### src/rtl/sdr_pkg.sv
// Shared types and constants of the sandpile drop-and-relax unit.
package sdr_pkg;

    localparam int DROP_W    = 5;
    localparam int S_TDATA_W = 16;
    localparam int COUNT_W   = 24;
    localparam int M_TDATA_W = 32;
    localparam int TOPPLE_AT = 4;

    localparam logic [COUNT_W-1:0] COUNT_MAX = {COUNT_W{1'b1}};

    typedef struct packed {
        logic               sat;
        logic [COUNT_W-1:0] count;
    } result_t;

endpackage

### src/rtl/sdr_relax_ctrl.sv
// Relaxation sequencer: drop, stack of unstable cells, read-modify-write topplings.
module sdr_relax_ctrl #(
    parameter int GRID_SIDE = 32
) (
    input  logic                                  clk,
    input  logic                                  rst_n,
    input  logic                                  in_valid,
    output logic                                  in_ready,
    input  logic [sdr_pkg::DROP_W-1:0]            in_row,
    input  logic [sdr_pkg::DROP_W-1:0]            in_col,
    output logic                                  res_valid,
    input  logic                                  res_ready,
    output sdr_pkg::result_t                      res,
    output logic                                  g_we,
    output logic [$clog2(GRID_SIDE*GRID_SIDE)-1:0] g_waddr,
    output logic [$clog2(3*GRID_SIDE*GRID_SIDE+2)-1:0] g_wdata,
    output logic [$clog2(GRID_SIDE*GRID_SIDE)-1:0] g_raddr,
    input  logic [$clog2(3*GRID_SIDE*GRID_SIDE+2)-1:0] g_rdata,
    output logic                                  k_we,
    output logic [$clog2(GRID_SIDE*GRID_SIDE)-1:0] k_waddr,
    output logic [2*$clog2(GRID_SIDE)-1:0]        k_wdata,
    output logic [$clog2(GRID_SIDE*GRID_SIDE)-1:0] k_raddr,
    input  logic [2*$clog2(GRID_SIDE)-1:0]        k_rdata
);

    localparam int N      = GRID_SIDE * GRID_SIDE;
    localparam int RW     = $clog2(GRID_SIDE);
    localparam int AW     = $clog2(N);
    localparam int SPW    = $clog2(N + 1);
    // Grains are never created, so no cell ever holds more than 3*N+1.
    localparam int CELL_W = $clog2(3 * N + 2);
    localparam int CW     = sdr_pkg::COUNT_W;

    localparam logic [RW-1:0]     SIDE_LAST = RW'(GRID_SIDE - 1);
    localparam logic [CELL_W-1:0] THRESH    = CELL_W'(sdr_pkg::TOPPLE_AT);

    typedef enum logic [2:0] {
        ST_CLEAR,
        ST_IDLE,
        ST_NB_WR,
        ST_POP,
        ST_CEN_RD,
        ST_CEN_WR,
        ST_DONE
    } state_t;

    state_t            state_reg, state_next;
    logic [AW-1:0]     clr_reg, clr_next;
    logic [SPW-1:0]    sp_reg, sp_next;
    logic [RW-1:0]     cur_row_reg, cur_row_next;
    logic [RW-1:0]     cur_col_reg, cur_col_next;
    logic [RW-1:0]     tgt_row_reg, tgt_row_next;
    logic [RW-1:0]     tgt_col_reg, tgt_col_next;
    logic [3:0]        mask_reg, mask_next;
    logic [CELL_W-1:0] add_reg, add_next;
    logic [CW-1:0]     cnt_reg, cnt_next;

    logic [SPW-1:0]    sp_dec;
    logic [3:0]        full_mask;
    logic [3:0]        cur_mask;
    logic [3:0]        low_bit;
    logic [RW-1:0]     nb_row;
    logic [RW-1:0]     nb_col;
    logic [CELL_W-1:0] sum;
    logic              push;
    logic [CELL_W-1:0] k_amt;
    logic [CW:0]       cnt_sum;
    logic              in_range;
    logic [RW-1:0]     drop_row;
    logic [RW-1:0]     drop_col;
    logic [RW-1:0]     pop_row;
    logic [RW-1:0]     pop_col;

    function automatic logic [AW-1:0] cell_idx(input logic [RW-1:0] r,
                                               input logic [RW-1:0] c);
        cell_idx = AW'(int'(r) * GRID_SIDE + int'(c));
    endfunction

    assign sp_dec   = sp_reg - 1'b1;
    assign in_range = (int'(in_row) < GRID_SIDE) && (int'(in_col) < GRID_SIDE);
    assign drop_row = RW'(in_row);
    assign drop_col = RW'(in_col);
    assign pop_row  = k_rdata[2*RW-1:RW];
    assign pop_col  = k_rdata[RW-1:0];
    assign sum      = g_rdata + add_reg;
    assign push     = (g_rdata < THRESH) && (sum >= THRESH);
    assign k_amt    = g_rdata >> 2;
    assign cnt_sum  = {1'b0, cnt_reg} + (CW+1)'(k_amt);

    // neighbor order: up, down, left, right
    assign full_mask = {cur_col_reg != SIDE_LAST, cur_col_reg != '0,
                        cur_row_reg != SIDE_LAST, cur_row_reg != '0};
    assign cur_mask  = (state_reg == ST_CEN_WR) ? full_mask : mask_reg;
    assign low_bit   = cur_mask & (~cur_mask + 4'd1);

    always_comb
    begin
        nb_row = cur_row_reg;
        nb_col = cur_col_reg;
        if (cur_mask[0])
        begin
            nb_row = cur_row_reg - 1'b1;
        end
        else if (cur_mask[1])
        begin
            nb_row = cur_row_reg + 1'b1;
        end
        else if (cur_mask[2])
        begin
            nb_col = cur_col_reg - 1'b1;
        end
        else
        begin
            nb_col = cur_col_reg + 1'b1;
        end
    end

    assign res.count = cnt_reg;
    assign res.sat   = (cnt_reg == sdr_pkg::COUNT_MAX);

    always_comb
    begin
        state_next   = state_reg;
        clr_next     = clr_reg;
        sp_next      = sp_reg;
        cur_row_next = cur_row_reg;
        cur_col_next = cur_col_reg;
        tgt_row_next = tgt_row_reg;
        tgt_col_next = tgt_col_reg;
        mask_next    = mask_reg;
        add_next     = add_reg;
        cnt_next     = cnt_reg;
        in_ready     = 1'b0;
        res_valid    = 1'b0;
        g_we         = 1'b0;
        g_waddr      = cell_idx(tgt_row_reg, tgt_col_reg);
        g_wdata      = sum;
        g_raddr      = cell_idx(tgt_row_reg, tgt_col_reg);
        k_we         = 1'b0;
        k_waddr      = sp_reg[AW-1:0];
        k_wdata      = {tgt_row_reg, tgt_col_reg};
        k_raddr      = sp_dec[AW-1:0];

        unique case (state_reg)
            ST_CLEAR:
            begin
                g_we     = 1'b1;
                g_waddr  = clr_reg;
                g_wdata  = '0;
                clr_next = clr_reg + 1'b1;
                if (clr_reg == AW'(N - 1))
                begin
                    state_next = ST_IDLE;
                end
            end
            ST_IDLE:
            begin
                in_ready = 1'b1;
                if (in_valid)
                begin
                    cnt_next = '0;
                    if (in_range)
                    begin
                        tgt_row_next = drop_row;
                        tgt_col_next = drop_col;
                        g_raddr      = cell_idx(drop_row, drop_col);
                        add_next     = CELL_W'(1);
                        mask_next    = '0;
                        state_next   = ST_NB_WR;
                    end
                    else
                    begin
                        state_next = ST_DONE;
                    end
                end
            end
            ST_NB_WR:
            begin
                // add grains to the target; it joins the stack when it crosses the threshold
                g_we = 1'b1;
                if (push)
                begin
                    k_we    = 1'b1;
                    sp_next = sp_reg + 1'b1;
                end
                if (mask_reg != '0)
                begin
                    tgt_row_next = nb_row;
                    tgt_col_next = nb_col;
                    g_raddr      = cell_idx(nb_row, nb_col);
                    mask_next    = mask_reg & ~low_bit;
                end
                else if (push || (sp_reg != '0))
                begin
                    state_next = ST_POP;
                end
                else
                begin
                    state_next = ST_DONE;
                end
            end
            ST_POP:
            begin
                sp_next    = sp_dec;
                state_next = ST_CEN_RD;
            end
            ST_CEN_RD:
            begin
                cur_row_next = pop_row;
                cur_col_next = pop_col;
                g_raddr      = cell_idx(pop_row, pop_col);
                state_next   = ST_CEN_WR;
            end
            ST_CEN_WR:
            begin
                // topple fully: keep the remainder, pass the quotient to each neighbor
                g_we         = 1'b1;
                g_waddr      = cell_idx(cur_row_reg, cur_col_reg);
                g_wdata      = g_rdata & CELL_W'(sdr_pkg::TOPPLE_AT - 1);
                cnt_next     = cnt_sum[CW] ? sdr_pkg::COUNT_MAX : cnt_sum[CW-1:0];
                add_next     = k_amt;
                tgt_row_next = nb_row;
                tgt_col_next = nb_col;
                g_raddr      = cell_idx(nb_row, nb_col);
                mask_next    = full_mask & ~low_bit;
                state_next   = ST_NB_WR;
            end
            ST_DONE:
            begin
                res_valid = 1'b1;
                if (res_ready)
                begin
                    state_next = ST_IDLE;
                end
            end
            default:
            begin
                state_next = ST_IDLE;
            end
        endcase
    end

    always_ff @(posedge clk or negedge rst_n)
    begin
        if (!rst_n)
        begin
            state_reg <= ST_CLEAR;
            clr_reg   <= '0;
            sp_reg    <= '0;
            mask_reg  <= '0;
            cnt_reg   <= '0;
        end
        else
        begin
            state_reg <= state_next;
            clr_reg   <= clr_next;
            sp_reg    <= sp_next;
            mask_reg  <= mask_next;
            cnt_reg   <= cnt_next;
        end
    end

    always_ff @(posedge clk)
    begin
        cur_row_reg <= cur_row_next;
        cur_col_reg <= cur_col_next;
        tgt_row_reg <= tgt_row_next;
        tgt_col_reg <= tgt_col_next;
        add_reg     <= add_next;
    end

endmodule

### config.mk
export PLATFORM = sky130hd
export DESIGN_NAME = sdr_relax_ctrl
export DESIGN_NICKNAME = d
export VERILOG_FILES = /design/src/rtl/sdr_pkg.sv /design/src/rtl/sdr_relax_ctrl.sv
export SDC_FILE = /design/constraint.sdc
export NUM_CORES = 1
export LEC_CHECK = 0
export ABC_CLOCK_PERIOD_IN_PS = 5700
export BUFFER_PORTS_ARGS = -buffer_cell sky130_fd_sc_hd__buf_2
export CORE_UTILIZATION = 56
export CTS_CLUSTER_SIZE = 8
export DETAILED_ROUTE_END_ITERATION = 8
export GPL_TIMING_DRIVEN = 1
export PLACE_DENSITY = 0.92
export SKIP_CTS_REPAIR_TIMING = 1
export SYNTH_ARGS = -nofsm -noshare
export SYNTH_HDL_FRONTEND = slang
export SYNTH_SLANG_ARGS = --single-unit
export TNS_END_PERCENT = 30
### constraint.sdc
create_clock -name clk -period 5.7 [get_ports clk]
set_clock_uncertainty 0.05 [all_clocks]
set_input_delay 1.71 -clock clk [delete_from_list [all_inputs] [get_ports clk]]
set_output_delay 1.71 -clock clk [all_outputs]
set_load 0.01 [all_outputs]
==> impl_metrics.ini <==
[placement]
place_ws_ps = -17.4
gp_congestion = 0.960
dp_hpwl_mm = 12.0
portBuffers = 126

[synth]
synth_nets = 731
ys.flop_type = dfrtp_1
synth_top_area_cell = dfrtp_1
ys_warn_count = 0
ys_seq_area_share_pct = 37.3
netlist.area_leader.share_pct = 21.9
synth_edf_count = 30
netlist_area_um2 = 5830
ys_seq_elements = 81
synthCells = 663
syn-mean-instance-area_um2 = 8.80
async_flop_share_pct = 63.0
synth.distinct_cells = 70
synthTopCellsByArea = dfrtp_1 (22%), edfxtp_1 (15%), ha_1 (6.2%)

[drt]
final_antenna_net_count = 0
drt_wl_total_mm = 16.5
first_pass_iters = 7
drcViolationCount = 0
wl_per_cell_um = 18.0
route.vias.total = 5830
via_per_inst = 6.39
first_iter_violations = 573

[status]
outcome = complete, no violations

[sta]
clock.fmax_mhz = 178
setup_ws_ps = 72.8
period_share_pct = 98.7
setup_viol = 0
tightest_slew_ps = 1140
slew_violations = 0
final_hold_viol_count = 0
maxSlewHeadroom_pct = 24.0
period_minus_slack_ps = 5630

[global_routing]
track_usage_pct = 30.8
grt_max_degree = 52
overflow = 0
grt_pass1_wl_mm = 27.2
grt_pass1_vias = 5715
antenna_found_initial = 0

[pwr]
combPwrFrac_pct = 12.6
ir_worst_vdd_v = 0.000172
switchingPower_mw = 0.313
sequentialPowerShare_pct = 49.3
sw_frac_of_total_pct = 25.4
power_density_nw_per_um2 = 182
p_total_mw = 1.23
p_int_mw = 0.920
clkPwrFrac_pct = 38.1
p_leak_nw = 3.17

[floorplanning]
fp.coreArea_um2 = 9950
dieArea_um2 = 10800
rows = 36
die_w_um = 104
io_pins = 127
die_y_um = 104
start_util_pct = 58.6

[critical_path]
critPathKind = in -> out
cp-end-kind = output port
crit_path_max_fanout = 5
required_ps = 3940
crit_arrival_ps = 3870
startpoint_type = primary input

[clock_tree]
clk_latency_ps = 360
clk_pin_slew_ps = 80
cts_root_buf = clkbuf_8
clkSinkCount = 81
h-tree-depth = 3
cts_tree = yes
clock_path_buffers = 2
cts_buffers = 9

[cells_and_area]
areaGrowthSynthToFinish_pct = 16.3
mostFrequentLayoutCells = buf_2 (126), nand2_1 (67), nor2_1 (60)
fillers = 762
final_common_cell = buf_2
largest_reg_flops = 24
fin_nets = 842
antennaDiodeCount = 0
drive_above_1_share_pct = 22.8

[hold_path]
worstHoldPathType = reg -> reg

[run]
max_cap_viol_count = 0
## power groups by stage
stage                     clock network [mW]  logic [mW]  registers (mW)
final                                  0.470       0.155           0.608
after global routing                   0.491       0.169           0.608
after CTS                              0.470       0.151           0.608
after detailed placement                   0       0.150           0.620
after global placement                     0       0.142           0.620
after floorplan                            0      0.0926           0.619
## path summary, 6_finish.rpt
check / cells past startpoint / end / startpoint / slack (ps)
min in group asynchronous: 1 / cnt_reg[6] / rst_n / 1520
worst max register to register: 15 / tgt_col_reg[4] / state_reg[0] / 2270
worst max-delay path: 9 / k_we / g_rdata[8] / 70
max in group asynchronous: 1 / sp_reg[7] / rst_n / 3370
worst min register to register: 1 / sp_reg[10] / sp_reg[10] / 440
worst min-delay path: 1 / sp_reg[10] / sp_reg[10] / 440
## stage by stage
stage	utilization [%]	cell area [um^2]	setup TNS, ps	hold slack (ps)	instances
3_3_place_gp	65.5	6520	0	416	895
4_1_cts	67.8	6750	-15.6	434	911
5_1_grt	68.2	6790	-7.94	459	912
3_5_place_dp	65.5	6520	-17.4	420	895
6_report	68.2	6790	0	436	912
2_1_floorplan	-	5830	0	398	663
## area by class of cell
type | count | area, um^2 | share of cell area, %
Inverter | 32 | 120 | 1.77
Clock inverter | 4 | 46.3 | 0.682
Timing Repair Buffer | 138 | 721 | 10.6
Tap cell | 133 | 166 | 2.45
Clock buffer | 12 | 176 | 2.60
Multi-Input combinational cell | 512 | 3380 | 49.8
Sequential cell | 81 | 2180 | 32.1
## per-layer routing
| layer | vias to the layer above | wire length, um | global-route usage [%] |
|---|---|---|---|
| met3 | 67 | 1560 | 5.20 |
| met4 | 0 | 425 | 13.7 |
| met2 | 392 | 7980 | 51.2 |
| met5 | - | 0 | 0 |
| met1 | 2732 | 6490 | 39.3 |
| li1 | 2639 | - | - |
## cells in the mapped netlist, types with 12 or more instances
library cell	instances
nor2_1	60
dfrtp_1	51
o21ai_0	55
edfxtp_1	30
clkbuf_1	21
a21oi_1	36
xnor2_1	36
ha_1	29
a31oi_1	12
and3_1	17
nand2_1	67
inv_1	32
nor3_1	16
nand3_1	19
## worst max-delay path: stages
cell     delay [ps]
buf_2           140
ha_2            390
nand2_1         110
or3_1           360
a211o_1         300
nor3b_2         230
nor4b_4         360
a21oi_4         110
buf_2           150
## cell families after synthesis
group / Yosys count / synth area share (%)
AND/OR/NAND/NOR: 241 / 20.5
AO/OA/AOI/OAI: 185 / 21.2
flip-flops: 81 / 37.3
buffers and inverters: 70 / 5.38
XOR/XNOR: 47 / 7.19
adder cells (fa/ha/maj): 32 / 7.25
multiplexers: 7 / 1.22
No activity file was read; power rests on OpenSTA's default activity.
